**src/rtl/core/bdae_pkg.sv**
```systemverilog
`timescale 1ns / 1ps
package bdae_pkg;

  localparam int SqW  = 32;
  localparam int RootW = 16;
  localparam int RemW  = 17;
  localparam int CorW  = 29;
  localparam int AngW  = 23;
  localparam int CorSteps = 16;
  localparam int NumW = 39;
  localparam int DenW = 28;

  typedef struct packed {
    logic [9:0]  pos_x;
    logic [9:0]  pos_y;
    logic [11:0] radius_q4;
  } in_t;

  typedef struct packed {
    logic signed [15:0] distance_q4;
    logic [13:0]        angle_centideg;
    logic               right_side;
    logic [2:0]         band_index;
    logic               zero_divisor;
  } out_t;

  typedef enum logic [3:0] {
    REG_ROW_ONE   = 4'd0,
    REG_ROW_TWO   = 4'd1,
    REG_ROW_THREE = 4'd2,
    REG_ROW_FOUR  = 4'd3,
    REG_PIVOT_X   = 4'd4,
    REG_PIVOT_Y   = 4'd5,
    REG_CENTRE_X  = 4'd6,
    REG_CENTRE_Y  = 4'd7
  } reg_idx_t;

  localparam logic [9:0] RST_ROW_ONE   = 10'd77;
  localparam logic [9:0] RST_ROW_TWO   = 10'd45;
  localparam logic [9:0] RST_ROW_THREE = 10'd29;
  localparam logic [9:0] RST_ROW_FOUR  = 10'd17;
  localparam logic [9:0] RST_PIVOT_X   = 10'd160;
  localparam logic [9:0] RST_PIVOT_Y   = 10'd490;
  localparam logic [9:0] RST_CENTRE_X  = 10'd160;
  localparam logic [9:0] RST_CENTRE_Y  = 10'd120;

  typedef struct packed {
    logic [RemW-1:0]  rem;
    logic [RootW-1:0] root;
    logic [SqW-1:0]   op;
  } sqrt_t;

  typedef struct packed {
    logic signed [CorW-1:0] x;
    logic signed [CorW-1:0] y;
    logic signed [AngW-1:0] z;
  } cordic_t;

  typedef struct packed {
    logic [DenW-1:0] rem;
    logic [NumW-1:0] num;
    logic [NumW-1:0] q;
    logic [DenW-1:0] den;
  } div_t;

  function automatic logic [12:0] near_slope(input logic [2:0] b);
    case (b)
      3'd0:    near_slope = 13'd3461;
      3'd1:    near_slope = 13'd3032;
      3'd2:    near_slope = 13'd3281;
      3'd3:    near_slope = 13'd4418;
      default: near_slope = 13'd2550;
    endcase
  endfunction

  function automatic logic [14:0] near_offset(input logic [2:0] b);
    case (b)
      3'd0:    near_offset = 15'd23062;
      3'd1:    near_offset = 15'd12204;
      3'd2:    near_offset = 15'd8435;
      3'd3:    near_offset = 15'd5745;
      default: near_offset = 15'd5152;
    endcase
  endfunction

  function automatic logic [12:0] far_slope(input logic [2:0] b);
    case (b)
      3'd0:    far_slope = 13'd3032;
      3'd1:    far_slope = 13'd3281;
      3'd2:    far_slope = 13'd4418;
      3'd3:    far_slope = 13'd2550;
      default: far_slope = 13'd1525;
    endcase
  endfunction

  function automatic logic [14:0] far_offset(input logic [2:0] b);
    case (b)
      3'd0:    far_offset = 15'd12204;
      3'd1:    far_offset = 15'd8435;
      3'd2:    far_offset = 15'd5745;
      3'd3:    far_offset = 15'd5152;
      default: far_offset = 15'd4791;
    endcase
  endfunction

  function automatic logic [20:0] step_angle(input int i);
    case (i)
      0:       step_angle = 21'd1152000;
      1:       step_angle = 21'd680065;
      2:       step_angle = 21'd359328;
      3:       step_angle = 21'd182400;
      4:       step_angle = 21'd91554;
      5:       step_angle = 21'd45822;
      6:       step_angle = 21'd22916;
      7:       step_angle = 21'd11459;
      8:       step_angle = 21'd5730;
      9:       step_angle = 21'd2865;
      10:      step_angle = 21'd1432;
      11:      step_angle = 21'd716;
      12:      step_angle = 21'd358;
      13:      step_angle = 21'd179;
      14:      step_angle = 21'd90;
      default: step_angle = 21'd45;
    endcase
  endfunction

endpackage

```
**src/rtl/core/bdae_sqrt_cell.sv**
```systemverilog
`timescale 1ns / 1ps
module bdae_sqrt_cell (
  input  logic            clk,
  input  logic            en,
  input  bdae_pkg::sqrt_t d_in,
  output bdae_pkg::sqrt_t d_out
);
  import bdae_pkg::*;

  logic [RemW+1:0] rem_sh;
  logic [RemW+1:0] trial;
  sqrt_t           d_nxt;

  always_comb begin
    rem_sh = {d_in.rem, d_in.op[SqW-1 -: 2]};
    trial  = {1'b0, d_in.root, 2'b01};
    d_nxt.op = {d_in.op[SqW-3:0], 2'b00};
    if (rem_sh >= trial) begin
      d_nxt.rem  = RemW'(rem_sh - trial);
      d_nxt.root = {d_in.root[RootW-2:0], 1'b1};
    end else begin
      d_nxt.rem  = rem_sh[RemW-1:0];
      d_nxt.root = {d_in.root[RootW-2:0], 1'b0};
    end
  end

  always_ff @(posedge clk) begin
    if (en) begin
      d_out <= d_nxt;
    end
  end
endmodule

```
**config.mk**
```make
export PLATFORM = sky130hd
export DESIGN_NAME = bdae_sqrt_cell
export DESIGN_NICKNAME = d
export VERILOG_FILES = /design/src/rtl/core/bdae_pkg.sv /design/src/rtl/core/bdae_sqrt_cell.sv
export SDC_FILE = /design/constraint.sdc
export NUM_CORES = 1
export LEC_CHECK = 0
export BUFFER_PORTS_ARGS = -buffer_cell sky130_fd_sc_hd__buf_2
export CAP_MARGIN = 40
export CORE_MARGIN = 1
export CORE_UTILIZATION = 40
export CTS_BUF_LIST = sky130_fd_sc_hd__clkbuf_4 sky130_fd_sc_hd__clkbuf_8 sky130_fd_sc_hd__clkbuf_16
export CTS_CLUSTER_SIZE = 8
export DETAILED_ROUTE_END_ITERATION = 8
export PLACE_DENSITY = 0.78
export SYNTH_ARGS = -nofsm -noshare
export SYNTH_HDL_FRONTEND = slang
export SYNTH_SLANG_ARGS = --single-unit
```
**constraint.sdc**
```tcl
create_clock -name clk -period 3.3 [get_ports clk]
set_input_delay 0.495 -clock clk [delete_from_list [all_inputs] [get_ports clk]]
set_output_delay 0.495 -clock clk [all_outputs]
set_load 0.01 [all_outputs]
```
Yosys cells after proc, flatten, opt, wreduce, memory -nomap -nowiden

Index checks and enable logic that the tools add are counted.

Input port bits: 67
Bits in registers: 63
Output and inout port bits: 65
Word-level logic and storage cells: 6

Muxes and demuxes: 1
$add $sub $neg: 1
Order comparisons: 1

Operators with widths:

| operator         | number |
|---|---|
| $mux W33         | 1 |
| $ge A19 B18 Y1   | 1 |
| $sub A17 B17 Y17 | 1 |

Logic depth before layout (Yosys ltp)

Word-level depth: 2
Gate-level depth with buffers: 9
Mapped depth without buffers: 8

Worst setup path before layout

Ideal clock, no wire load.

Kind: input to register
Start: in d_in[40] in the netlist's numbering
End: reg d_out[56] in the netlist's numbering, data pin
Slack: 643 ps
Stages on the path: 9
Required time: 3040 ps
Buffers on the path: 1
Arrival time: 2397 ps
Library setup time: 260 ps
Cells stage by stage: inv_1 ha_1 a21oi_2 o21ai_1 a311o_1 a21o_1 a21boi_4 buf_12 mux2_4

RTL lines:

| element              | line                 | source |
|---|---|---|
| from (decl)          | bdae_sqrt_cell.sv:5  | `input bdae_pkg::sqrt_t d_in,` |
| to (signal assigned) | bdae_sqrt_cell.sv:29 | `d_out <= d_nxt;` |
| to (decl)            | bdae_sqrt_cell.sv:6  | `output bdae_pkg::sqrt_t d_out` |

==> impl_metrics.toml <==
[placed_design]
placement.io_buffers = 129
globalplace.congestion = 0.883
dp_hpwl_mm = 5.05
post-place-ws_ps = 480

[clocking]
cts.sinks = 63
numCtsBuffers = 9
clockRootBuffer = "clkbuf_8"
cts_tree = "built"
clkTransAtPathRegs_ps = 80
hold_buffers = 0
clock_path_buffers = 2
cts_htree_levels = 3
post-cts-setup-buffers = 0
cts_resized = 0

[final_layout]
largest-register = "d_out"
fin_nets = 441
fillers = 634
largest_reg_flops = 63
largestRegisters = "d_out x63"
syn2layout_area_growth_pct = 33.5
final_util_pct = 55.7
num_antenna_cells = 0
layout-drive-gt1-share_pct = 46.3

[timing]
finalSetupViolCount = 0
slew_headroom_pct = 62.9
finalWorstSetupSlack_ps = 805
slew_viol_final = 0
fin_hold_ws_ps = 326
period_share_pct = 75.6
setup_tns_ps = 0
hold_viol_final = 0
worst_pin_slew_ps = 549
fmax_ghz = 0.401
rsz0062_at_grt = "no"
layout_min_cycle_time_ps = 2500

[pwr]
cellPowerDensity_nw_per_um2 = 555
share_comb_of_total_power_pct = 18.4
power_leakage_nw = 1.84
ir_worst_vdd_uv = 233
p_clk_share_pct = 37.4
p_sw_share_pct = 25.0
internal_power_mw = 1.69
p_switching_mw = 0.564
seqPwrFrac_pct = 44.2

[grt]
gr-total-overflow = 0
grt_max_degree = 26
grt_pass1_vias = 2046
grt_pass1_wl_mm = 9.30
grtUsageTotal_pct = 16.2
antenna_found_initial = 0

[floorplanning]
design.core.area_um2 = 7290
die-area_um2 = 7950
start_util_pct = 41.7
die_w_um = 89.2
die_height_um = 89.2
row_count = 31
pin_count = 132

[synthesis]
async_flop_share_pct = 0
postSynthAreaPerCell_um2 = 14.2
synth_area_leaders = "edfxtp_1 62%, ha_1 7.4%, mux2_2 3.3%"
ys_warn_count = 0
netlist_instances = 214
yosysTopAreaCell = "edfxtp_1"
synth_edf_count = 63
synth-seq-cells = 63
synth_commonest_cells = "63 x edfxtp_1, 21 x inv_1, 18 x ha_1, 14 x a21oi_1, 10 x nor2_1"
yosysMostFrequentCell = "edfxtp_1"
synth_top_area_share_pct = 62.2
syn_area_um2 = 3040
ys.flop_type = "edfxtp_1"
yosysSeqAreaShare_pct = 62.2
yosysUniqueCellTypes = 41

[job]
maxCapViolCount = 0

[setup_path]
cp-start-kind = "input port"
required_ps = 3400
arrival_ps = 2590
worst-path-max-fanout = 9
critPathKind = "input port to flip-flop"
end_kind = "flip-flop"

[route]
dr.pass1.iters = 4
vias = 2232
wire_per_inst_um = 14.2
drc_errors = 0
drtAntennaViolNets = 0
drt_iter0_markers = 131
vias_per_cell = 4.85
routed_wl_mm = 6.55

[min_path]
min_path_type = "input port to flip-flop"

[outcome]
outcome = "finished, final reports clean"
## critical path: stages
cell      delay (ps)
buf_2            100
inv_1             40
ha_1             370
a21oi_2          190
o21ai_1          120
a311o_1          360
a21o_1           210
a21boi_4         160
buf_4            200
mux2_2           340
## placed cells by master (no fill, tap or decap), types with 2 or more instances in the layout
cell,count
a211oi_1,3
a21oi_1,14
buf_4,4
a311o_1,2
inv_1,21
and2_1,2
inv_6,2
o21bai_1,2
and3_1,2
xnor2_1,8
clkbuf_8,9
o211ai_1,2
mux2_4,6
mux2i_1,2
buf_2,129
edfxtp_1,63
mux2_2,9
nor2_1,10
conb_1,2
o21a_1,2
o21ai_0,7
ha_1,18
or3_1,3
xor2_1,6
nand4_1,2
nand2_1,6
a21o_1,4
bufinv_16,3
## layout make-up
type	count	area (µm²)	area share, %
Clock buffer	9	124	3.05
Clock inverter	7	128	3.14
Inverter	21	78.8	1.94
Multi-Input combinational cell	128	1040	25.6
Sequential cell	63	1890	46.6
Tap cell	99	124	3.05
Timing Repair Buffer	133	676	16.6
## final timing paths
kind  startpoint   endpoint  slack, ps  cells past startpoint
max     d_in[40]  d_out[55]        800                     10
min     d_in[20]  d_out[22]        330                      1
## cells by family (layout without fill, tap and decap cells)
family | after synthesis | count (layout) | share of synthesized area (%)
buffers and inverters | 24 | 170 | 3.74
flip-flops | 63 | 63 | 62.2
other | 1 | 2 | 0.123
multiplexers | 17 | 17 | 6.95
XOR/XNOR | 14 | 14 | 4.03
AO/OA/AOI/OAI | 46 | 46 | 10.4
adder cells (fa/ha/maj) | 18 | 18 | 7.41
AND/OR/NAND/NOR | 31 | 31 | 5.10
## per-layer routing
metal  track usage [%]  wire (µm)  vias up
met5                 0          0        -
met4              7.07         93        0
met3              7.02        697        9
met2              27.4       3140      120
met1              17.6       2610     1020
li1                  -          -     1083
## power by group through the flow
stage,Sequential [mW],Combinational (mW),Clock (mW)
finish,0.995,0.415,0.843
global route,1.00,0.458,0.893
CTS,0.997,0.418,0.866
detailed placement,1.01,0.415,0
global placement,1.01,0.408,0
floorplan,1.06,0.202,0
## stage by stage
stage,total power [mW],std cells,cell area [µm²]
finish,2.25,460,4060
global placement,1.42,444,3810
detailed placement,1.43,444,3810
floorplan,1.26,215,3040
CTS,2.28,460,4060
global route,2.36,460,4060
Power figures use the tool's default switching activity.
