[config.mk]
export PLATFORM = sky130hd
export DESIGN_NAME = bdae_div_cell
export DESIGN_NICKNAME = d
export VERILOG_FILES = /design/src/rtl/core/bdae_pkg.sv /design/src/rtl/core/bdae_div_cell.sv
export SDC_FILE = /design/constraint.sdc
export NUM_CORES = 1
export LEC_CHECK = 0
export ABC_AREA = 1
export BUFFER_PORTS_ARGS = -buffer_cell sky130_fd_sc_hd__buf_2
export CORE_MARGIN = 2
export CORE_UTILIZATION = 54
export CTS_BUF_LIST = sky130_fd_sc_hd__clkbuf_4 sky130_fd_sc_hd__clkbuf_8
export CTS_CLUSTER_DIAMETER = 50
export DETAILED_ROUTE_END_ITERATION = 12
export GPL_ROUTABILITY_DRIVEN = 0
export PLACE_DENSITY = 0.88
export SYNTH_ARGS = -nofsm -noshare
export SYNTH_HDL_FRONTEND = slang
export SYNTH_SLANG_ARGS = --single-unit
export TNS_END_PERCENT = 5
[constraint.sdc]
create_clock -name clk -period 3.05 [get_ports clk]
set_input_delay 0.61 -clock clk [delete_from_list [all_inputs] [get_ports clk]]
set_output_delay 0.61 -clock clk [all_outputs]
set_load 0.02 [all_outputs]
[src/rtl/core/bdae_pkg.sv]
`timescale 1ns / 1ps
package bdae_pkg;

  localparam int SqW  = 32;
  localparam int RootW = 16;
  localparam int RemW  = 17;
  localparam int CorW  = 29;
  localparam int AngW  = 23;
  localparam int CorSteps = 16;
  localparam int NumW = 39;
  localparam int DenW = 28;

  typedef struct packed {
    logic [9:0]  pos_x;
    logic [9:0]  pos_y;
    logic [11:0] radius_q4;
  } in_t;

  typedef struct packed {
    logic signed [15:0] distance_q4;
    logic [13:0]        angle_centideg;
    logic               right_side;
    logic [2:0]         band_index;
    logic               zero_divisor;
  } out_t;

  typedef enum logic [3:0] {
    REG_ROW_ONE   = 4'd0,
    REG_ROW_TWO   = 4'd1,
    REG_ROW_THREE = 4'd2,
    REG_ROW_FOUR  = 4'd3,
    REG_PIVOT_X   = 4'd4,
    REG_PIVOT_Y   = 4'd5,
    REG_CENTRE_X  = 4'd6,
    REG_CENTRE_Y  = 4'd7
  } reg_idx_t;

  localparam logic [9:0] RST_ROW_ONE   = 10'd77;
  localparam logic [9:0] RST_ROW_TWO   = 10'd45;
  localparam logic [9:0] RST_ROW_THREE = 10'd29;
  localparam logic [9:0] RST_ROW_FOUR  = 10'd17;
  localparam logic [9:0] RST_PIVOT_X   = 10'd160;
  localparam logic [9:0] RST_PIVOT_Y   = 10'd490;
  localparam logic [9:0] RST_CENTRE_X  = 10'd160;
  localparam logic [9:0] RST_CENTRE_Y  = 10'd120;

  typedef struct packed {
    logic [RemW-1:0]  rem;
    logic [RootW-1:0] root;
    logic [SqW-1:0]   op;
  } sqrt_t;

  typedef struct packed {
    logic signed [CorW-1:0] x;
    logic signed [CorW-1:0] y;
    logic signed [AngW-1:0] z;
  } cordic_t;

  typedef struct packed {
    logic [DenW-1:0] rem;
    logic [NumW-1:0] num;
    logic [NumW-1:0] q;
    logic [DenW-1:0] den;
  } div_t;

  function automatic logic [12:0] near_slope(input logic [2:0] b);
    case (b)
      3'd0:    near_slope = 13'd3461;
      3'd1:    near_slope = 13'd3032;
      3'd2:    near_slope = 13'd3281;
      3'd3:    near_slope = 13'd4418;
      default: near_slope = 13'd2550;
    endcase
  endfunction

  function automatic logic [14:0] near_offset(input logic [2:0] b);
    case (b)
      3'd0:    near_offset = 15'd23062;
      3'd1:    near_offset = 15'd12204;
      3'd2:    near_offset = 15'd8435;
      3'd3:    near_offset = 15'd5745;
      default: near_offset = 15'd5152;
    endcase
  endfunction

  function automatic logic [12:0] far_slope(input logic [2:0] b);
    case (b)
      3'd0:    far_slope = 13'd3032;
      3'd1:    far_slope = 13'd3281;
      3'd2:    far_slope = 13'd4418;
      3'd3:    far_slope = 13'd2550;
      default: far_slope = 13'd1525;
    endcase
  endfunction

  function automatic logic [14:0] far_offset(input logic [2:0] b);
    case (b)
      3'd0:    far_offset = 15'd12204;
      3'd1:    far_offset = 15'd8435;
      3'd2:    far_offset = 15'd5745;
      3'd3:    far_offset = 15'd5152;
      default: far_offset = 15'd4791;
    endcase
  endfunction

  function automatic logic [20:0] step_angle(input int i);
    case (i)
      0:       step_angle = 21'd1152000;
      1:       step_angle = 21'd680065;
      2:       step_angle = 21'd359328;
      3:       step_angle = 21'd182400;
      4:       step_angle = 21'd91554;
      5:       step_angle = 21'd45822;
      6:       step_angle = 21'd22916;
      7:       step_angle = 21'd11459;
      8:       step_angle = 21'd5730;
      9:       step_angle = 21'd2865;
      10:      step_angle = 21'd1432;
      11:      step_angle = 21'd716;
      12:      step_angle = 21'd358;
      13:      step_angle = 21'd179;
      14:      step_angle = 21'd90;
      default: step_angle = 21'd45;
    endcase
  endfunction

endpackage

[src/rtl/core/bdae_div_cell.sv]
`timescale 1ns / 1ps
module bdae_div_cell (
  input  logic           clk,
  input  logic           en,
  input  bdae_pkg::div_t d_in,
  output bdae_pkg::div_t d_out
);
  import bdae_pkg::*;

  logic [DenW:0] rem_sh;
  div_t          d_nxt;

  always_comb begin
    rem_sh    = {d_in.rem, d_in.num[NumW-1]};
    d_nxt.den = d_in.den;
    d_nxt.num = {d_in.num[NumW-2:0], 1'b0};
    if (rem_sh >= {1'b0, d_in.den}) begin
      d_nxt.rem = DenW'(rem_sh - {1'b0, d_in.den});
      d_nxt.q   = {d_in.q[NumW-2:0], 1'b1};
    end else begin
      d_nxt.rem = rem_sh[DenW-1:0];
      d_nxt.q   = {d_in.q[NumW-2:0], 1'b0};
    end
  end

  always_ff @(posedge clk) begin
    if (en) begin
      d_out <= d_nxt;
    end
  end
endmodule

After elaboration in Yosys (flattened, before gate mapping)
Index checks and enable logic that the tools add are counted.
{ "word_totals": {"wordCells": 8, "inputBits": 136, "reg_bits": 133, "output_inout_bits": 134} }
{ "classes": {"addsub": 1, "mux": 2, "n_lt_le_gt_ge": 1} }
{ "op_table": {"columns": ["operator", "n"], "rows": [
  ["greater-or-equal comparator 29 x 28 -> 1 bit", 1],
  ["two-way mux 28 bit", 1],
  ["subtractor 28 bit", 1],
  ["two-way mux 1 bit", 1]
]} }

Depth between registers and ports, before layout
Gate-level depths: netlist of run 1.
{ "logic_depth": {"ltp_word": 2, "mapped_depth": 15, "mapped_depth_nobuf": 14} }

Worst setup path before layout of run 1
Ideal clock, no wire load.
{ "synth_timing": {"path_type": "input to register", "startpoint": "input d_in[15] in the netlist's numbering", "endpoint": "register d_out[120] in the netlist's numbering (data pin)", "slack_ps": 886, "n_path_buf": 2, "setup_ps": 253, "arrival_ps": 1911, "path_stages": 12, "cell_sequence": "inv_1 > ha_1 > nand2_1 > nor2_2 > nand2_1 > nor2_1 > nand4_1 > and3_1 > buf_6 > buf_6 > nand3_1 > nand2_1"} }
{ "synth_rtl": {"columns": ["item", "line", "rtl"], "rows": [
  ["start, declared", "bdae_div_cell.sv:5", "input bdae_pkg::div_t d_in,"],
  ["end signal, assigned", "bdae_div_cell.sv:28", "d_out <= d_nxt;"],
  ["end, declared", "bdae_div_cell.sv:6", "output bdae_pkg::div_t d_out"]
]} }

==> reports/metrics.yaml, run 1 <==
routed_wl_mm: 18.7
drv_cap: 0
grt_max_degree: 56
netlist_instances: 701
cts-resized-gates: 0
top_register: "d_out"
min_period_ns: 2.23
cts.sinks: 133
period_share_pct: 73.2
fin_nets: 1148
core-area_um2: 12100
finalSetupTns_ns: 0
path_clk_slew_ns: 0.08
final_design_area_no_fill_um2: 8730
finalHoldViolCount: 0
gr-total-overflow: 0
intPower_mw: 3.56
fp.dieH_um: 116
placed_area_um2: 8270
ant_nets: 0
grt_usage_pct: 28.0
relSlewSlack_pct: 52.8
worstSetupPathType: "in2reg"
synth_cell_types: 30
max-vdd-ir-drop_mv: 0.298
htreeDepth: 4
avgViaCountPerCell: 4.95
die-area_um2: 13400
rows: 40
synth-edff-count: 133
ys_seq_area_share_pct: 59.1
grt_pass1_vias: 5782
p_leak_nw: 4.48
setup_viol: 0
worstPathArrival_ns: 2.42
dr.pass1.iters: 5
synth_warnings: 0
slew_viol_final: 0
initial_utilization_pct: 55.8
switchingPower_mw: 1.45
drive_gt1_share_pct: 32.6
final_util_pct: 72.1
start_kind: "input pin"
rsz0062_at_grt: "no"
crit_end: "d_out[114]"
end_kind: "flop"
status: "finished clean"
crit_fanout: 26
async_flop_share_pct: 0
cts_buffers: 17
clockRootBuffer: "clkbuf_8"
pwr-share-clk_pct: 33.7
dp.cells: 1132
syn_to_final_growth_pct: 29.1
layout_commonest_cell: "buf_2"
cts_hold_buf: 0
n_fill_cell: 947
seq_power_share_pct: 45.1
fp.dieW_um: 116
setup.worst_path.start: "d_in[11]"
largest_reg_flops: 133
power_density_nw_per_um2: 574
cts-root-to-sink-buffers: 2
cts_tree: "yes"
drt_iter0_drc: 529
swShare_pct: 29.0
antenna_found_initial: 1
worst_pin_slew_ns: 0.708
max_clock_freq_mhz: 448
mostFrequentLayoutCells: "266 x buf_2, 221 x nand2_1, 146 x inv_1"
io_pins: 270
multi_input_area_um2: 2130
cp_data_required_time_ns: 3.23
fin_cells: 1165
synthesis.area_um2: 6760
ys.flop_type: "edfxtp_1"
biggestRegsByFlops: "d_out x133"
post-route-drc-count: 0
post-cts-setup-buffers: 0
synth-seq-cells: 133
regArea_um2: 3990
num_vias: 5762
grt_pass1_wl_mm: 27.9
syn_nets: 866
synth.avg_cell_area_um2: 9.65
p_comb_share_pct: 21.2
wire_per_inst_um: 16.1
hpwl_mm: 14.7
min_path_type: "in2reg"
io_buffers: 267
[synthesized netlist by cell type, types with 2 or more instances]
cell type	count	share of area [%]
nand2_1	221	12
inv_1	146	8.1
edfxtp_1	133	59
nand3_1	49	3.6
nor2_1	31	1.7
ha_1	28	5.2
xor2_1	13	1.7
a21oi_1	12	0.89
nand4_1	9	0.83
o21ai_0	9	0.67
buf_6	6	1.0
nand3_2	6	0.89
nor2_2	6	0.56
o21ai_1	6	0.44
nand2_2	5	0.46
nand3b_1	3	0.33
nor3_2	3	0.44
buf_4	2	0.22
nor3_1	2	0.15
[worst min path at each step]
stage          startpoint  cells after the start  slack [ns]         to
4_1_cts          d_in[94]                      1        0.30  d_out[95]
3_3_place_gp     d_in[45]                      1        0.79  d_out[46]
2_1_floorplan     d_in[0]                      0        0.71   d_out[0]
6_report         d_in[94]                      1        0.33  d_out[95]
5_1_grt          d_in[62]                      1        0.31  d_out[63]
3_5_place_dp     d_in[88]                      1        0.79  d_out[89]
[power groups by stage]
stage / clock (mW) / sequential (mW) / combinational [mW]
6_report: 1.69 / 2.26 / 1.06
5_1_grt: 1.78 / 2.27 / 1.17
4_1_cts: 1.70 / 2.26 / 1.06
3_5_place_dp: 0 / 2.30 / 1.05
3_3_place_gp: 0 / 2.29 / 1.03
2_1_floorplan: 0 / 2.53 / 0.417
[through the flow]
stage          hold WS, ns  worst slack [ns]  total power [mW]
2_1_floorplan        0.709             0.886              2.95
3_3_place_gp         0.787             0.444              3.32
3_5_place_dp         0.788             0.360              3.35
4_1_cts              0.302             0.849              5.02
5_1_grt              0.306             0.632              5.22
6_report             0.330             0.818              5.01
[cells by family (layout without fill, tap and decap cells)]
kind of cell | Yosys count | count (layout) | synth area share (%)
AOI/OAI and AO/OA | 28 | 28 | 2.13
xor gates and xnor gates | 14 | 14 | 1.81
adders and majority gates | 29 | 29 | 5.48
buffers and inverters | 155 | 450 | 9.38
DFF | 133 | 133 | 59.1
other | 1 | 2 | 0.0555
and+or+nand+nor | 341 | 341 | 22.1
[critical path, cell delays in order]
cell and delay (ns):
buf_2 0.12, inv_1 0.05, ha_1 0.33, nand2_1 0.11, nor2_1 0.21, nand2_1 0.09, inv_1 0.08, nand2_1 0.05
nand2_1 0.13, nand2_1 0.11, nand3_4 0.10, buf_4 0.27, o21ai_0 0.13
[area by class of cell]
cell class / instances / area share (%)
sequential: 133 / 45.8
multi-input combinational: 413 / 24.4
timing repair buffer: 271 / 15.9
inverter: 147 / 6.32
clock buffer: 19 / 2.85
tap: 168 / 2.41
clock inverter: 13 / 2.34
antenna: 1 / 0.0287
[layer usage]
layer	vias up	GRT usage, %	routed length, um
li1	2814	-	-
met1	2626	30.0	6820
met2	262	48.4	9280
met3	60	9.94	1820
met4	0	15.2	792
met5	-	0	0
Power figures use the tool's default switching activity.
==> run 2, diff against run 1 <==
- CORE_UTILIZATION: 54 -> 46
- PLACE_DENSITY: 0.88 -> 0.79
- clock period: 3.05 -> 1.8 ns (I/O delays scaled with it)
==> run 2 against run 1 <==
Setup slack got worse by 0.74 ns. Critical path depth unchanged. Final area increased by 13%. Non-clock buffer count is 84 higher. First-iteration DRC count decreased by 13%. Sequential cell count is the same. Largest power group unchanged.
==> reports/metrics.yaml, run 2 (synthesized netlist as in run 1, its figures left out) <==
status: "finished clean"  # unchanged
hold_path_end: "d_out[76]"  # was d_out[95]
io_pins: 270  # unchanged
routed_wl_mm: 20.0  # was 18.7 mm
final_util_pct: 68.3  # was 72.1%
path_clk_slew_ns: 0.08  # about the same
crit_top_cell: "nand2_1"  # unchanged
min_period_ns: 1.73
worstPathArrival_ns: 1.94  # was 2.42 ns
mostFrequentLayoutCells: "266 x buf_2, 209 x nand2_1, 135 x inv_1"  # was 266 x buf_2, 221 x nand2_1, 146 x inv_1
n_fill_cell: 1143  # was 947
cpMaxStageDelayCell: "ha_4"  # was ha_1
biggestRegsByFlops: "d_out x133"  # unchanged
largest_reg_flops: 133  # unchanged
cts.sinks: 133  # unchanged
ant_nets: 0  # unchanged
hpwl_mm: 15.8  # was 14.7 mm
cts_buffers: 17  # unchanged
rsz0062_at_grt: "yes"  # was no
worstSetupPathType: "in2reg"  # unchanged
fp.dieW_um: 125  # was 116 um
cts_tree: "yes"  # unchanged
grt_usage_pct: 25.0  # was 28.0%
top_register: "d_out"  # unchanged
post-route-drc-count: 0  # unchanged
worst_hold_path.num_cells: 1  # unchanged
power_density_nw_per_um2: 869  # was 574 nW/um^2
diodes: 0  # was 1
max-vdd-ir-drop_mv: 0.433  # was 0.298 mV
regArea_um2: 3990  # unchanged
grt_max_degree: 55  # was 56
fin_nets: 1232  # was 1148
max_clock_freq_mhz: 579
cts-root-to-sink-buffers: 2  # unchanged
rows: 44  # was 40
slew_viol_final: 0  # unchanged
end_kind: "flop"  # unchanged
initial_utilization_pct: 46.9  # was 55.8%
crit_fanout: 16  # was 26
hold_ws_ns: 0.0837  # was 0.330 ns
antenna_found_initial: 1  # unchanged
io_buffers: 267  # unchanged
dr.pass1.iters: 5  # unchanged
layout_commonest_cell: "buf_2"  # unchanged
dp.cells: 1231  # was 1132
min_path_type: "in2reg"  # unchanged
gr-total-overflow: 0  # unchanged
clockRootBuffer: "clkbuf_8"  # unchanged
path_cells: "buf_2, inv_2, ha_4, nand2_1, buf_4, nor2_2, nand2_1, clkinv_1, nand3_1, nand3_2, nand2_8, nand3_1, nand2_1"  # was buf_2, inv_1, ha_1, nand2_1, nor2_1, nand2_1, inv_1, nand2_1, nand2_1, nand2_1, nand3_4, buf_4, o21ai_0
fp.dieH_um: 125  # was 116 um
die-area_um2: 15700  # was 13400 um^2
grt_pass1_wl_mm: 30.2  # was 27.9 mm
wire_per_inst_um: 15.9  # was 16.1 um
grt_pass1_vias: 5783  # was 5782
fin_cells: 1263  # was 1165
drv_cap: 0  # unchanged
p_leak_nw: 4.92  # was 4.48 nW
hp-start: "d_in[75]"  # was d_in[94]
setup_viol: 0  # unchanged
period_share_pct: 95.9
drt_iter0_drc: 462  # was 529
syn_to_final_growth_pct: 45.7  # was 29.1%
core-area_um2: 14400  # was 12100 um^2
cp_data_required_time_ns: 2.01  # was 3.23 ns
power.total_mw: 8.56  # was 5.01 mW
multi_input_area_um2: 2590  # was 2130 um^2
num_vias: 6094  # was 5762
start_kind: "input pin"  # unchanged
cpPeakStageDelay_ns: 0.28  # was 0.33 ns
finalHoldViolCount: 0  # unchanged
drive_gt1_share_pct: 44.0  # was 32.6%
htreeDepth: 4  # unchanged
avgViaCountPerCell: 4.83  # was 4.95
-- run 2: cell types whose count changed in the layout (fill, tap and decap cells not counted), sizes merged --
| cell | before | now |
|---|---|---|
| inv | 147 | 150 |
| diode | 1 | 0 |
| clkinv | 6 | 7 |
| bufinv | 5 | 2 |
| clkbuf | 19 | 17 |
| buf | 271 | 355 |
-- run 2: layer usage --
layer	wire length [um]	share of wire (%)	global-route usage [%]	up-vias
li1	-	-	-	2980
met1	8150	41	30.5	2838
met2	10100	50	43.9	232
met3	1210	6.0	5.39	42
met4	556	2.8	9.02	2
met5	16	0.080	0	-
-- run 2: final cells by class --
class / instances / share of cell area [%]
clock buffer: 17 / 2.37
clock inverter: 14 / 1.56
timing repair buffer: 355 / 21.2
tap: 184 / 2.34
multi-input combinational: 413 / 26.3
inverter: 147 / 5.65
sequential: 133 / 40.5
-- run 2: through the flow --
stage          setup TNS [ns]  cell area (um^2)  setup WS [ns]
6_report                    0              9850         0.0735
5_1_grt               -0.0549              9850        -0.0276
4_1_cts                     0              9810         0.0345
3_5_place_dp           -11.06              9420         -0.428
3_3_place_gp            -9.02              9420         -0.350
2_1_floorplan          -0.234              7200        -0.0197
-- run 2: worst max path at each step --
stage | start | end | slack [ns] | cells past startpoint
global route | d_in[7] | d_out[128] | -0.03 | 16
detailed placement | d_in[15] | d_out[131] | -0.43 | 13
finish | d_in[16] | d_out[131] | 0.07 | 13
global placement | d_in[15] | d_out[128] | -0.35 | 13
floorplan | d_in[7] | d_out[119] | -0.02 | 12
CTS | d_in[16] | d_out[131] | 0.03 | 13
-- run 2: what timing repair did --
item,in CTS,in global routing
buffers inserted,0,1
endpoints found under the setup margin,0,22
hold endpoints to repair,0,0
resized for setup,0,8
hold buffers,0,0
-- run 2: worst max-delay path: cells and delay by family --
family	cells	cell delay (ns)
buffers and inverters	4	0.39
adders and majority gates	1	0.28
and+or+nand+nor	8	0.90
-- run 2: power breakdown --
group / internal, mW / switching (mW)
registers: 3.75 / 0.0736
clock network: 1.24 / 1.26
logic: 0.903 / 1.33
total: 5.90 / 2.66
==> run 3, diff against run 2 <==
==> constraint.sdc (replaced) <==
create_clock -name clk -period 1.4 [get_ports clk]
set_input_delay 0.07 -clock clk [delete_from_list [all_inputs] [get_ports clk]]
set_output_delay 0.07 -clock clk [all_outputs]
set_load 0.02 [all_outputs]
==> run 3 against run 2 <==
Worst hold slack lost 0.053 ns. Critical path depth shrank 1. Sequential cell count is the same. First-iteration DRC count grew 33%. Sequential power grew 29%. Final area grew 13%. Clock power grew 37%. Global-route usage grew 4.6 points.
==> reports/metrics.yaml, run 3 (synthesized netlist as in run 1, its figures left out) <==
status: "finished clean"  # unchanged
pwr-share-clk_pct: 29.6  # was 29.2%
drv_cap: 0  # unchanged
swShare_pct: 31.2  # was 31.1%
cts_tree: "yes"  # unchanged
dr.pass1.iters: 5  # unchanged
finalHoldViolCount: 0  # unchanged
avgViaCountPerCell: 4.84  # was 4.83
worstSetupPathType: "in2reg"  # unchanged
slew_viol_final: 0  # unchanged
layout_commonest_cell: "buf_2"  # unchanged
hold_ws_ns: 0.0303  # was 0.0837 ns
p_comb_share_pct: 27.8  # was 26.1%
drive_gt1_share_pct: 41.4  # was 44.0%
post-route-drc-count: 0  # unchanged
power_density_nw_per_um2: 1040  # was 869 nW/um^2
max_clock_freq_mhz: 724
crit_fanout: 5  # was 16
wire_per_inst_um: 17.0  # was 15.9 um
largest_reg_flops: 133  # unchanged
fp.dieH_um: 125  # unchanged
finalSetupTns_ns: 0  # unchanged
fin_nets: 1356  # was 1232
clockRootBuffer: "clkbuf_8"  # unchanged
intPower_mw: 7.99  # was 5.90 mW
gr-total-overflow: 0  # unchanged
min_period_ns: 1.38
end_kind: "flop"  # unchanged
ant_nets: 0  # unchanged
top_register: "d_out"  # unchanged
drt_iter0_drc: 614  # was 462
placed_area_um2: 9450  # was 9420 um^2
hpwl_mm: 15.7  # was 15.8 mm
worstPathArrival_ns: 1.58  # was 1.94 ns
grt_pass1_wl_mm: 35.7  # was 30.2 mm
path_clk_slew_ns: 0.08  # about the same
antenna_found_initial: 3  # was 1
start_kind: "input pin"  # unchanged
mostFrequentLayoutCells: "266 x buf_2, 200 x nand2_1, 133 x edfxtp_1"  # was 266 x buf_2, 209 x nand2_1, 135 x inv_1
seq_power_share_pct: 42.6  # was 44.7%
dp.cells: 1235  # was 1231
rows: 44  # unchanged
syn_to_final_growth_pct: 65.4  # was 45.7%
p_leak_nw: 5.46  # was 4.92 nW
biggestRegsByFlops: "d_out x133"  # unchanged
core-area_um2: 14400  # unchanged
die-area_um2: 15700  # unchanged
switchingPower_mw: 3.62  # was 2.66 mW
routed_wl_mm: 23.7  # was 20.0 mm
period_share_pct: 98.6
io_buffers: 267  # unchanged
fp.dieW_um: 125  # unchanged
initial_utilization_pct: 46.9  # unchanged
num_vias: 6722  # was 6094
cts.sinks: 133  # unchanged
grt_pass1_vias: 6686  # was 5783
setup_viol: 0  # unchanged
fin_cells: 1389  # was 1263
cts_buffers: 17  # unchanged
final_design_area_no_fill_um2: 11200  # was 9850 um^2
max-vdd-ir-drop_mv: 0.555  # was 0.433 mV
cts-root-to-sink-buffers: 2  # unchanged
grt_usage_pct: 29.7  # was 25.0%
final_util_pct: 77.5  # was 68.3%
grt_max_degree: 32  # was 55
min_path_type: "in2reg"  # unchanged
io_pins: 270  # unchanged
rsz0062_at_grt: "yes"  # unchanged
cp_data_required_time_ns: 1.60  # was 2.01 ns
htreeDepth: 4  # unchanged
-- run 3: stage by stage --
step	worst slack, ns	total power, mW
detailed placement	-0.484	7.84
CTS	0.0143	11.4
floorplan	-0.130	6.58
global placement	-0.447	7.78
finish	0.0189	11.6
global route	-0.0557	12.1
-- run 3: timing repair --
item | CTS | global route
buffers inserted | 0 | 0
endpoints found under the setup margin | 0 | 28
resized for setup | 0 | 32
hold endpoints to repair | 136 | 0
hold buffers | 120 | 0
-- run 3: path summary, 6_finish.rpt --
kind / start / endpoint / slack, ns / cells past startpoint
worst max-delay path: d_in[17] / d_out[127] / 0.02 / 12
worst min-delay path: d_in[130] / d_out[131] / 0.03 / 4
-- run 3: cell type report --
class	instances	area [um^2]
sequential	133	3990
clock buffer	17	234
antenna	2	5.00
multi-input combinational	414	2670
timing repair buffer	478	3310
inverter	147	557
clock inverter	14	180
fill	919	3240
tap	184	230
-- run 3: critical path: stages --
cell and delay [ns]:
buf_2 0.10, inv_1 0.07, ha_4 0.30, nand2_1 0.10
nor2_2 0.17, nand2_2 0.10, clkinv_1 0.07, nand3_2 0.11
nand3_4 0.16, nand2_1 0.08, nand3_1 0.16, nand2_1 0.07
-- run 3: per-layer routing --
layer / vias to the layer above / part of all wire [%] / track usage (%)
li1: 3243 / - / -
met5: - / 0.034 / 0
met2: 350 / 49 / 51.2
met4: 2 / 4.3 / 13.1
met1: 3051 / 39 / 35.2
met3: 76 / 7.7 / 7.40
-- run 3: power by group through the flow --
| stage | Combinational (mW) | Sequential (mW) | Clock (mW) |
|---|---|---|---|
| after floorplan | 1.07 | 5.51 | 0 |
| after global placement | 2.78 | 5.00 | 0 |
| after detailed placement | 2.83 | 5.01 | 0 |
| after CTS | 3.11 | 4.93 | 3.40 |
| after global routing | 3.47 | 4.97 | 3.62 |
| final | 3.23 | 4.95 | 3.43 |
