===== src/rtl/core/bdae_pkg.sv =====
`timescale 1ns / 1ps
package bdae_pkg;

  localparam int SqW  = 32;
  localparam int RootW = 16;
  localparam int RemW  = 17;
  localparam int CorW  = 29;
  localparam int AngW  = 23;
  localparam int CorSteps = 16;
  localparam int NumW = 39;
  localparam int DenW = 28;

  typedef struct packed {
    logic [9:0]  pos_x;
    logic [9:0]  pos_y;
    logic [11:0] radius_q4;
  } in_t;

  typedef struct packed {
    logic signed [15:0] distance_q4;
    logic [13:0]        angle_centideg;
    logic               right_side;
    logic [2:0]         band_index;
    logic               zero_divisor;
  } out_t;

  typedef enum logic [3:0] {
    REG_ROW_ONE   = 4'd0,
    REG_ROW_TWO   = 4'd1,
    REG_ROW_THREE = 4'd2,
    REG_ROW_FOUR  = 4'd3,
    REG_PIVOT_X   = 4'd4,
    REG_PIVOT_Y   = 4'd5,
    REG_CENTRE_X  = 4'd6,
    REG_CENTRE_Y  = 4'd7
  } reg_idx_t;

  localparam logic [9:0] RST_ROW_ONE   = 10'd77;
  localparam logic [9:0] RST_ROW_TWO   = 10'd45;
  localparam logic [9:0] RST_ROW_THREE = 10'd29;
  localparam logic [9:0] RST_ROW_FOUR  = 10'd17;
  localparam logic [9:0] RST_PIVOT_X   = 10'd160;
  localparam logic [9:0] RST_PIVOT_Y   = 10'd490;
  localparam logic [9:0] RST_CENTRE_X  = 10'd160;
  localparam logic [9:0] RST_CENTRE_Y  = 10'd120;

  typedef struct packed {
    logic [RemW-1:0]  rem;
    logic [RootW-1:0] root;
    logic [SqW-1:0]   op;
  } sqrt_t;

  typedef struct packed {
    logic signed [CorW-1:0] x;
    logic signed [CorW-1:0] y;
    logic signed [AngW-1:0] z;
  } cordic_t;

  typedef struct packed {
    logic [DenW-1:0] rem;
    logic [NumW-1:0] num;
    logic [NumW-1:0] q;
    logic [DenW-1:0] den;
  } div_t;

  function automatic logic [12:0] near_slope(input logic [2:0] b);
    case (b)
      3'd0:    near_slope = 13'd3461;
      3'd1:    near_slope = 13'd3032;
      3'd2:    near_slope = 13'd3281;
      3'd3:    near_slope = 13'd4418;
      default: near_slope = 13'd2550;
    endcase
  endfunction

  function automatic logic [14:0] near_offset(input logic [2:0] b);
    case (b)
      3'd0:    near_offset = 15'd23062;
      3'd1:    near_offset = 15'd12204;
      3'd2:    near_offset = 15'd8435;
      3'd3:    near_offset = 15'd5745;
      default: near_offset = 15'd5152;
    endcase
  endfunction

  function automatic logic [12:0] far_slope(input logic [2:0] b);
    case (b)
      3'd0:    far_slope = 13'd3032;
      3'd1:    far_slope = 13'd3281;
      3'd2:    far_slope = 13'd4418;
      3'd3:    far_slope = 13'd2550;
      default: far_slope = 13'd1525;
    endcase
  endfunction

  function automatic logic [14:0] far_offset(input logic [2:0] b);
    case (b)
      3'd0:    far_offset = 15'd12204;
      3'd1:    far_offset = 15'd8435;
      3'd2:    far_offset = 15'd5745;
      3'd3:    far_offset = 15'd5152;
      default: far_offset = 15'd4791;
    endcase
  endfunction

  function automatic logic [20:0] step_angle(input int i);
    case (i)
      0:       step_angle = 21'd1152000;
      1:       step_angle = 21'd680065;
      2:       step_angle = 21'd359328;
      3:       step_angle = 21'd182400;
      4:       step_angle = 21'd91554;
      5:       step_angle = 21'd45822;
      6:       step_angle = 21'd22916;
      7:       step_angle = 21'd11459;
      8:       step_angle = 21'd5730;
      9:       step_angle = 21'd2865;
      10:      step_angle = 21'd1432;
      11:      step_angle = 21'd716;
      12:      step_angle = 21'd358;
      13:      step_angle = 21'd179;
      14:      step_angle = 21'd90;
      default: step_angle = 21'd45;
    endcase
  endfunction

endpackage


===== src/rtl/core/bdae_cordic_cell.sv =====
`timescale 1ns / 1ps
module bdae_cordic_cell #(
  parameter int Idx = 0
) (
  input  logic              clk,
  input  logic              en,
  input  bdae_pkg::cordic_t d_in,
  output bdae_pkg::cordic_t d_out
);
  import bdae_pkg::*;

  logic signed [CorW-1:0] xs;
  logic signed [CorW-1:0] ys;
  logic signed [AngW-1:0] ang;
  cordic_t                d_nxt;

  always_comb begin
    xs  = (d_in.x < 0) ? -((-d_in.x) >>> Idx) : (d_in.x >>> Idx);
    ys  = (d_in.y < 0) ? -((-d_in.y) >>> Idx) : (d_in.y >>> Idx);
    ang = $signed({2'b00, step_angle(Idx)});
    if (d_in.y >= 0) begin
      d_nxt.x = d_in.x + ys;
      d_nxt.y = d_in.y - xs;
      d_nxt.z = d_in.z + ang;
    end else begin
      d_nxt.x = d_in.x - ys;
      d_nxt.y = d_in.y + xs;
      d_nxt.z = d_in.z - ang;
    end
  end

  always_ff @(posedge clk) begin
    if (en) begin
      d_out <= d_nxt;
    end
  end
endmodule


===== config.mk =====
export PLATFORM = sky130hd
export DESIGN_NAME = bdae_cordic_cell
export DESIGN_NICKNAME = d
export VERILOG_FILES = /design/src/rtl/core/bdae_pkg.sv /design/src/rtl/core/bdae_cordic_cell.sv
export SDC_FILE = /design/constraint.sdc
export NUM_CORES = 1
export LEC_CHECK = 0
export ABC_CLOCK_PERIOD_IN_PS = 4200
export BUFFER_PORTS_ARGS = -buffer_cell sky130_fd_sc_hd__clkbuf_2
export CAP_MARGIN = 10
export CORE_MARGIN = 1
export CORE_UTILIZATION = 50
export DETAILED_ROUTE_END_ITERATION = 10
export HOLD_SLACK_MARGIN = 0.12
export PLACE_DENSITY = 0.81
export SYNTH_ARGS = -nofsm -noshare
export SYNTH_HDL_FRONTEND = slang
export SYNTH_SLANG_ARGS = --single-unit

===== constraint.sdc =====
create_clock -name clk -period 4.2 [get_ports clk]
set_clock_uncertainty 0.1 [all_clocks]
set_input_delay 0.21 -clock clk [delete_from_list [all_inputs] [get_ports clk]]
set_output_delay 0.21 -clock clk [all_outputs]
set_load 0.01 [all_outputs]

After elaboration in Yosys (flattened, before gate mapping)
Cells that the tools add are included.
{ "classes": {"n_addsub": 10, "mul": 0, "div": 0, "order_cmp": 3, "eq_ne": 0, "shifts": 0, "muxes": 3, "bitwise": 0, "n_reduce_logical": 0} }
{ "op_table": {"columns": ["operator", "n"], "rows": [
  ["negator 29 bit", 4],
  ["two-way mux 81 bit", 1],
  ["adder 29 bit", 2],
  ["less-than comparator 29 x 1 -> 1 bit (second input constant)", 2],
  ["two-way mux 29 bit", 2],
  ["subtractor 29 bit", 2],
  ["greater-or-equal comparator 29 x 1 -> 1 bit (second input constant)", 1],
  ["adder 23 x 22 -> 23 bit (second input constant)", 1],
  ["subtractor 23 x 22 -> 23 bit (second input constant)", 1]
]} }
{ "totals": {"register_bits": 81, "latchBits": 0, "mem_bits_rw": 0, "romBits": 0, "out_inout_bits": 81, "elab_cells": 19, "n_memories": 0} }

Longest topological paths before layout
Gate-level depths: netlist of the first run.
{ "logic_depth": {"ltp_word": 5, "depth_mapped": 20, "mapped_depth_nobuf": 19} }

Least setup slack after synthesis of the first run
No wires, ideal clock.
{ "synth_path": {"path_kind": "input -> register", "start": "input d_in[24] (netlist bit)", "end": "register d_out[79] (netlist bit) (data pin)", "arrival_ps": 3940, "slack_ps": -98, "path_stages": 18, "n_path_buf": 1, "cell_sequence": "inv_1 -> ha_1 -> nand2_1 -> or3_4 -> or4_4 -> or3_4 -> or3_1 -> buf_6 -> nand2_1 -> xnor2_1 -> ha_1 -> a21oi_1 -> nand2b_1 -> nor4b_1 -> o31ai_1 -> a221o_1 -> a21oi_1 -> xnor2_1"} }
{ "synth_lines": {"columns": ["element", "line_no", "source"], "rows": [
  ["from (decl)", "bdae_cordic_cell.sv:7", "input bdae_pkg::cordic_t d_in,"],
  ["to (signal assigned)", "bdae_cordic_cell.sv:34", "d_out <= d_nxt;"],
  ["to (decl)", "bdae_cordic_cell.sv:8", "output bdae_pkg::cordic_t d_out"]
]} }

==> impl_metrics.tcl, run 1 <==
set metrics [dict create \
    yosysUniqueCellTypes 57 \
    routed_wl_mm 16.2 \
    drt.antenna.violating_nets 0 \
    drive_above_1_share_pct 26.0 \
    worstHoldPathType "input port to flop" \
    holdCritStartpoint "d_in[22]" \
    vias 5919 \
    cts_tree "done" \
    relSlewSlack_pct 34.5 \
    peakVddDrop_mv 0.196 \
    pwr_density_cell_nw_per_um2 380 \
    syn_nets 840 \
    cap_violations 0 \
    final_cell_mix "162 x clkbuf_2, 80 x edfxtp_1, 78 x xnor2_1" \
    htree_levels 3 \
    drv_slew 0 \
    rsz0062_at_grt "no" \
    ys_seq_elements 80 \
    finish.utilization_pct 65.8 \
    dp_hpwl_mm 12.4 \
    power_switching_share_pct 32.4 \
    p_leak_uw 0.00377 \
    async_flop_share_pct 0 \
    clk_pin_slew_ns 0.07 \
    area_growth_pct 26.5 \
    cp-startpoint "d_in[60]" \
    synthCells 685 \
    core_area_um2 12800 \
    top_regs "d_out x80" \
    synth_ff_type "edfxtp_1" \
    viasPerCell 5.49 \
    end_kind "flop" \
    grt_pass1_vias 5636 \
    outcome "finished, final reports clean" \
    grtUsageTotal_pct 23.9 \
    cp-start-kind "input port" \
    die_area_um2 13800 \
    ff_latch_area_um2 2400 \
    max-clock-path-buffers 2 \
    multi_input_area_um2 4140 \
    path_max_fanout 3 \
    grt_pass1_wl_mm 26.7 \
    arrival_ns 3.91 \
    synth_edf_count 80 \
    largest_register_ff_count 80 \
    yosysSeqAreaShare_pct 36.0 \
    p_sw_uw 1040 \
    ctsRootBufferMaster "clkbuf_16" \
    n_antenna_cell 0 \
    tightestPinTransition_ns 0.983 \
    setup_tns_ns 0 \
    avgSynthCellArea_um2 9.74 \
    dr.pass1.iters 4 \
    grt_remaining_overflow 0 \
    drt_iter0_markers 447 \
    fillers 1048 \
    route.detailed.drc 0 \
    rows 41 \
    required_ns 4.21 \
    portBuffers 163 \
    initial_core_util_pct 52.0 \
    wl_per_cell_um 15.0 \
    num-nets-final 1056 \
    top_register "d_out" \
    grt_antenna_before_repair 0 \
    boundaryPins 164 \
    pwr-share-seq_pct 35.3 \
    hold_violations 0 \
    fin_crit_sh_pct 93.0 \
    layout_commonest_cell "clkbuf_2" \
    yosysWarningCount 0 \
    setup_viol 0 \
    clock-sinks 80 \
    die_h_um 118 \
    gp_congestion 0.934 \
    syn-cell-area_um2 6680 \
    grt_max_degree 81 \
    worstSetupPathType "input port to flop" \
    combPwrFrac_pct 37.3 \
    final_cells 1078 \
    die_x_um 118 \
    min_period_ns 3.90 \
    cts_buffers 9 \
    dp.cells 1051 \
    internal_power_uw 2170 \
    fmax_mhz 256 \
    p_clk_share_pct 27.4 \
]
[kinds of logic (layout without fill, tap and decap cells)]
logic type               Yosys count  count (layout)  synth area share (%)
AO/OA/AOI/OAI                    196             196                  18.9
XOR/XNOR                         116             116                  15.2
adder cells (fa/ha/maj)           72              72                  13.8
buffers and inverters             37             258                  2.25
flip-flops                        80              80                  36.0
AND/OR/NAND/NOR                  184             184                  13.9
[cell type report]
type	count	area share, %
sequential	80	28.5
clock inverter	7	1.29
tap	172	2.55
timing repair buffer	216	14.9
clock buffer	9	2.67
multi-input combinational	568	49.0
inverter	26	1.16
[power by group through the flow]
| stage | combinational [uW] | sequential (uW) | clock [uW] |
|---|---|---|---|
| after floorplan | 672 | 1230 | 0 |
| after global placement | 1160 | 1140 | 0 |
| after detailed placement | 1170 | 1150 | 0 |
| after CTS | 1190 | 1130 | 895 |
| after global routing | 1320 | 1150 | 927 |
| final | 1190 | 1130 | 880 |
[synthesized netlist by cell type (9+ instances only)]
cell type  count  share of area, %
o21a_1        14               1.6
ha_1          69                13
nor2b_1        9              0.84
a31oi_1        9              0.84
nor2_1        48               2.7
nand2_1       56               3.1
or4_1         10               1.1
nand3_1       10              0.75
inv_1         25               1.4
nor3_1         9              0.67
or3_1          9              0.84
xor2_1        38               5.0
edfxtp_1      80                36
a21oi_1       50               3.7
o31ai_1       12               1.3
o21ai_0       45               3.4
a21o_1        29               3.3
xnor2_1       78                10
[worst max-delay path: stages]
cell	delay (ns)
clkbuf_2	0.09
or4_1	0.59
or2_2	0.37
o31ai_1	0.30
xor2_1	0.21
ha_1	0.27
a21oi_1	0.16
nand2_1	0.07
or4b_2	0.67
a31oi_1	0.26
o21ai_0	0.17
a31o_2	0.26
a21oi_1	0.19
xnor2_1	0.09
[worst paths after layout]
path / slack, ns / cells after the start / end
worst min-delay path: 0.16 / 3 / d_out[22]$_DFFE_PP_
worst max-delay path: 0.30 / 14 / d_out[51]$_DFFE_PP_
[metal layers]
| metal | global-route usage (%) | vias to the layer above | wire (um) |
|---|---|---|---|
| met1 | 31.3 | 2729 | 7530 |
| met5 | 0 | - | 0 |
| met4 | 10.2 | 0 | 481 |
| met3 | 4.46 | 36 | 793 |
| met2 | 38.6 | 173 | 7390 |
| li1 | - | 2981 | - |
[timing repair]
item | 4_1_cts | 5_1_grt
endpoints found under the setup margin | 0 | 2
hold buffers | 11 | 0
hold endpoints to repair | 11 | 0
setup buffers | 0 | 0
resized for setup | 0 | 1
[per-stage QoR]
stage | hold slack, ns | instance area, um^2 | worst slack, ns | power, uW
after floorplan | 0.209 | 6680 | 0.0142 | 1900
after global placement | 0.287 | 7990 | 0.00149 | 2300
after detailed placement | 0.289 | 7990 | -0.167 | 2320
after CTS | 0.155 | 8430 | 0.189 | 3220
after global routing | 0.200 | 8440 | 0.0288 | 3400
final | 0.159 | 8440 | 0.295 | 3210
Note: power is estimated with default switching activity, not from simulation.
==> run 2: changes to the inputs <==
==> constraint.sdc (replaced) <==
create_clock -name clk -period 4.2 [get_ports clk]
set_clock_uncertainty 0.1 [all_clocks]
set_input_delay 0.84 -clock clk [delete_from_list [all_inputs] [get_ports clk]]
set_output_delay 0.84 -clock clk [all_outputs]
set_load 0.01 [all_outputs]
==> run 2 against run 1 <==
  * The flow now finishes with violations (setup timing)
  * Sequential cell count is the same
  * Non-clock buffer count increased by 104
  * Final area up 13%
  * Combinational power up 22%
  * Critical path depth increased by 4
  * Utilization up 8.7 points
  * Sequential power hardly changed
  * Largest cell class unchanged
  * Via count is 9.1% higher
==> impl_metrics.tcl, run 2 (synthesis gave the netlist of run 1 again) <==
set metrics [dict create \
    relSlewSlack_pct 30.4 \
    boundaryPins 164 \
    setup_viol 11 \
    cts_tree "done" \
    pwr_density_cell_nw_per_um2 359 \
    route.detailed.drc 0 \
    htree_levels 3 \
    gp_congestion 0.902 \
    final_cells 1182 \
    cpLargestDelayFamily "simple AND/OR/NAND/NOR gates" \
    cp-start-kind "input port" \
    worstPathCellList "clkbuf_16 > inv_16 > ha_4 > nand2_2 > or3_4 > or4_4 > or3_4 > or3_4 > nand2_4 > xnor2_2 > ha_1 > a21oi_2 > nand2b_1 > nor4b_4 > o31ai_2 > a221o_1 > a21oi_2 > xnor2_1" \
    grt_antenna_before_repair 0 \
    rsz0062_at_grt "yes" \
    grt_remaining_overflow 0 \
    fin_hold_ws_ns 0.562 \
    path_max_fanout 4 \
    routed_wl_mm 18.5 \
    worstSetupPathType "input port to flop" \
    top_register "d_out" \
    min_period_ns 4.50 \
    grt_pass1_vias 6330 \
    drv_slew 0 \
    grt_pass1_wl_mm 29.7 \
    end_kind "flop" \
    crit_buf_inv 2 \
    fillers 958 \
    viasPerCell 5.46 \
    violations "setup timing" \
    wl_per_cell_um 15.7 \
    dr.pass1.iters 5 \
    core_area_um2 12800 \
    num-nets-final 1160 \
    setup_tns_ns -1.48 \
    die_area_um2 13800 \
    n_antenna_cell 0 \
    vias 6456 \
    area_growth_pct 43.2 \
    initial_core_util_pct 52.0 \
    peakVddDrop_mv 0.219 \
    dp.cells 1160 \
    cpMostUsedCell "or3_4" \
    outcome "finished with violations" \
    total_power_uw 3440 \
    top_regs "d_out x80" \
    tightestPinTransition_ns 1.04 \
    p_leak_uw 0.00436 \
    fin_ws_ns -0.299 \
    portBuffers 163 \
    worstHoldPathType "input port to flop" \
    dp_hpwl_mm 14.0 \
    drt_iter0_markers 476 \
    required_ns 4.20 \
    grt_max_degree 81 \
    hold_violations 0 \
    final_cell_mix "159 x clkbuf_2, 156 x buf_4, 80 x edfxtp_1" \
    grtUsageTotal_pct 26.7 \
    drt.antenna.violating_nets 0 \
    die_h_um 118 \
    clock-sinks 80 \
    layout_commonest_cell "clkbuf_2" \
    largest_register_ff_count 80 \
    cp_slowest_cell "or4_4" \
    fin_crit_sh_pct 107 \
    clk_pin_slew_ns 0.06 \
    cap_violations 0 \
    fmax_mhz 222 \
    cts_buffers 9 \
    drive_above_1_share_pct 39.4 \
    ctsRootBufferMaster "clkbuf_16" \
    die_x_um 118 \
    max-clock-path-buffers 2 \
    rows 41 \
    cpPeakStageDelay_ns 0.44 \
    arrival_ns 4.50 \
]
[run 2: changes by cell type in the layout (fill, tap and decap cells not counted), sizes merged]
cell and change:
buf +116, dlygate4sd3 -11, inv -3, clkinv +1, clkinvlp +1
[run 2: timing repair]
item                                    4_1_cts  5_1_grt
buffers inserted                              5        2
pin swaps                                     6       10
endpoints found under the setup margin       12       22
hold buffers                                  0        0
gates cloned                                  0        0
resized for setup                            24       32
[run 2: per-layer routing]
layer  up-vias  wire, um  track usage (%)
li1       3184         -                -
met1      3021      7940             32.7
met2       222      9290             47.0
met3        29       935             4.26
met4         0       352             10.5
met5         -         0                0
[run 2: final timing paths]
kind	to	slack, ns	startpoint	cells past startpoint
setup / recovery	d_out[79]$_DFFE_PP_	-0.30	d_in[23]	18
hold / removal	d_out[1]$_DFFE_PP_	0.56	d_in[1]	1
[run 2: through the flow]
step	setup WS, ns	cell area [um^2]	utilization (%)
2_1_floorplan	-0.416	6840	-
3_3_place_gp	-0.655	8940	69.7
3_5_place_dp	-0.749	8940	69.7
4_1_cts	-0.168	9400	73.3
5_1_grt	-0.420	9560	74.5
6_report	-0.299	9560	74.5
[run 2: layout make-up]
class | count | area [um^2] | area share, %
clock buffers | 10 | 229 | 2.40
clock inverters | 6 | 91.3 | 0.956
inverters | 26 | 130 | 1.36
multi-input cells | 568 | 4460 | 46.6
flip-flops and latches | 80 | 2400 | 25.1
well taps | 172 | 215 | 2.25
repair buffers | 320 | 2030 | 21.3
[run 2: power by group]
part	internal [uW]	leakage [uW]	total (uW)	switching (uW)
combinational	702	0.00342	1450	752
sequential	1090	0.000783	1130	37.1
clock	524	0.000157	853	330
==> run 3: changes to the inputs <==
ABC_AREA = 1   (was default)
ABC_CLOCK_PERIOD_IN_PS = 5850   (was 4200)
CORE_UTILIZATION = 55   (was 50)
clock period = 5.85 ns   (was 4.2 ns; I/O delays follow)
==> run 3 against run 2 <==
  * First-iteration DRC count grew 15%
  * The flow now finishes without violations
  * Sequential cell count stayed put
  * Utilization shrank 9.4 points
  * Critical path type unchanged
  * Die area grew 16%
  * Clock power down 29%
  * Final area is 3.2% higher
  * Critical path depth up 1
  * Clock-buffer cell count decreased by 1
==> impl_metrics.tcl, run 3 <==
set metrics [dict create \
    min_period_ns 4.07 \
    rsz0062_at_grt "no" \
    viasPerCell 5.36 \
    top_regs "d_out x80" \
    dp_hpwl_mm 20.4 \
    yosys.area.top_type "edfxtp_1" \
    hold_path_depth 1 \
    worstHoldPathType "input port to flop" \
    die_area_um2 16000 \
    ctsRootBufferMaster "clkbuf_16" \
    finish.utilization_pct 65.1 \
    setup_viol 0 \
    drt.antenna.violating_nets 0 \
    pwr_density_cell_nw_per_um2 243 \
    wl_per_cell_um 15.1 \
    peakVddDrop_mv 0.174 \
    syn_nets 1411 \
    avgSynthCellArea_um2 6.78 \
    cts_tree "done" \
    core_area_um2 15100 \
    die_h_um 126 \
    fin_crit_sh_pct 69.5 \
    arrival_ns 4.08 \
    cts_buffers 9 \
    routed_wl_mm 24.5 \
    met2_length_mm 11.3 \
    async_flop_share_pct 0 \
    path_max_fanout 6 \
    grt_remaining_overflow 0 \
    setup_tns_ns 0 \
    clock-sinks 80 \
    final_cell_mix "404 x nand2_1, 191 x inv_1, 162 x clkbuf_2" \
    p_clk_share_pct 25.2 \
    p_leak_uw 0.00527 \
    drt_iter0_markers 549 \
    htree_levels 3 \
    syn-cell-area_um2 8520 \
    worstSetupPathType "input port to flop" \
    boundaryPins 164 \
    pwr-share-seq_pct 33.7 \
    ys_seq_elements 80 \
    route.detailed.drc 0 \
    portBuffers 163 \
    die_x_um 126 \
    power_switching_share_pct 37.4 \
    end_kind "flop" \
    yosysUniqueCellTypes 37 \
    cap_violations 0 \
    highest_layer "met4" \
    drv_slew 0 \
    yosysWarningCount 0 \
    cts-resized-gates 0 \
    n_antenna_cell 0 \
    yosysSeqAreaShare_pct 28.2 \
    top_register "d_out" \
    synthCells 1256 \
    wl_met1_mm 10.5 \
    largest_register_ff_count 80 \
    synth.area.top_cells "edfxtp_1 28%, nand2_1 18%, ha_1 10%, inv_1 8.4%, xor2_1 6.9%" \
    hold_violations 0 \
    required_ns 5.86 \
    grtUsageTotal_pct 30.9 \
    grt_max_degree 53 \
    drive_above_1_share_pct 16.2 \
    post-cts-setup-buffer-count 0 \
    fmax_mhz 246 \
    synthTopCellsByCount "404 x nand2_1, 191 x inv_1, 121 x nor2_1" \
    vias 8682 \
    clk_pin_slew_ns 0.06 \
    rows 45 \
    min_to "d_out[9]$_DFFE_PP_" \
    combPwrFrac_pct 41.1 \
    area_growth_pct 15.8 \
    gp_congestion 0.989 \
    relSlewSlack_pct 57.6 \
    holdCritStartpoint "d_in[9]" \
    layout_commonest_cell "nand2_1" \
    initial_core_util_pct 56.3 \
    cp-start-kind "input port" \
    max-clock-path-buffers 2 \
    dr.pass1.iters 7 \
    internal_power_uw 1500 \
    yosys.area.top_type_share_pct 28.2 \
    wl_met3_mm 1.81 \
    tightestPinTransition_ns 0.636 \
    synth.most_common_cell "nand2_1" \
    outcome "finished, final reports clean" \
    grt_antenna_before_repair 1 \
    grt_pass1_vias 7865 \
    num-nets-final 1581 \
    cts_hold_buf 0 \
    grt_pass1_wl_mm 38.4 \
    p_sw_uw 896 \
    synth_ff_type "edfxtp_1" \
    fillers 1429 \
    synth_edf_count 80 \
]
## run 3: critical path, stage by stage
cell	delay (ns)
clkbuf_2	0.11
inv_1	0.15
ha_1	0.21
nand2_2	0.07
nor2_4	0.11
nand3_2	0.11
nor2_2	0.24
nand2_1	0.10
nand2_2	0.14
nand2_1	0.08
xor2_1	0.16
ha_1	0.45
nand2_1	0.18
nor2_1	0.23
inv_1	0.11
nor3_2	0.15
nand3_1	0.13
nand4_1	0.11
nand2_1	0.06
## run 3: cells by family (layout without fill, tap and decap cells)
group           after synthesis  count (layout)  synth area share [%]
compound gates              114             114                  7.50
flops                        80              80                  28.2
buf+inv                     208             383                  9.35
simple gates                692             692                  34.9
fa+ha+maj                    72              72                  10.8
xor+xnor                     90              90                  9.25
## run 3: area by class of cell
type	count	area [um^2]	area share, %
Multi-Input combinational cell	968	5320	54.0
Sequential cell	80	2400	24.3
Timing Repair Buffer	166	841	8.52
Inverter	201	754	7.65
Tap cell	188	235	2.38
Clock buffer	9	225	2.28
Clock inverter	7	85.1	0.862
## run 3: power groups by stage
| stage | Combinational [uW] | Sequential (uW) | Clock, uW |
|---|---|---|---|
| 2_1_floorplan | 587 | 873 | 0 |
| 3_3_place_gp | 960 | 816 | 0 |
| 3_5_place_dp | 968 | 819 | 0 |
| 4_1_cts | 975 | 808 | 613 |
| 5_1_grt | 1090 | 815 | 635 |
| 6_report | 984 | 806 | 604 |
## run 3: worst max path at each step
stage	startpoint	end	slack, ns	cells after the start
final	d_in[24]	d_out[76]$_DFFE_PP_	1.78	19
after detailed placement	d_in[24]	d_out[76]$_DFFE_PP_	1.45	19
after global routing	d_in[24]	d_out[76]$_DFFE_PP_	1.57	19
after global placement	d_in[24]	d_out[76]$_DFFE_PP_	1.50	19
after CTS	d_in[24]	d_out[76]$_DFFE_PP_	1.84	19
after floorplan	d_in[24]	d_out[76]$_DFFE_PP_	2.25	18
## run 3: routing by layer
layer  vias to the layer above  track usage [%]
met5                         -                0
met4                         0             14.0
met3                        57             4.47
met2                       353             53.0
met1                      3901             38.5
li1                       4371                -
## run 3: per-stage QoR
step	instances	area [um^2]	hold WS, ns	setup slack [ns]	total power, uW
floorplan	1256	8520	1.17	2.25	1460
global placement	1603	9560	1.25	1.50	1780
detailed placement	1603	9560	1.25	1.45	1790
CTS	1619	9870	0.886	1.84	2400
global route	1619	9870	0.888	1.57	2540
finish	1619	9870	0.893	1.78	2390
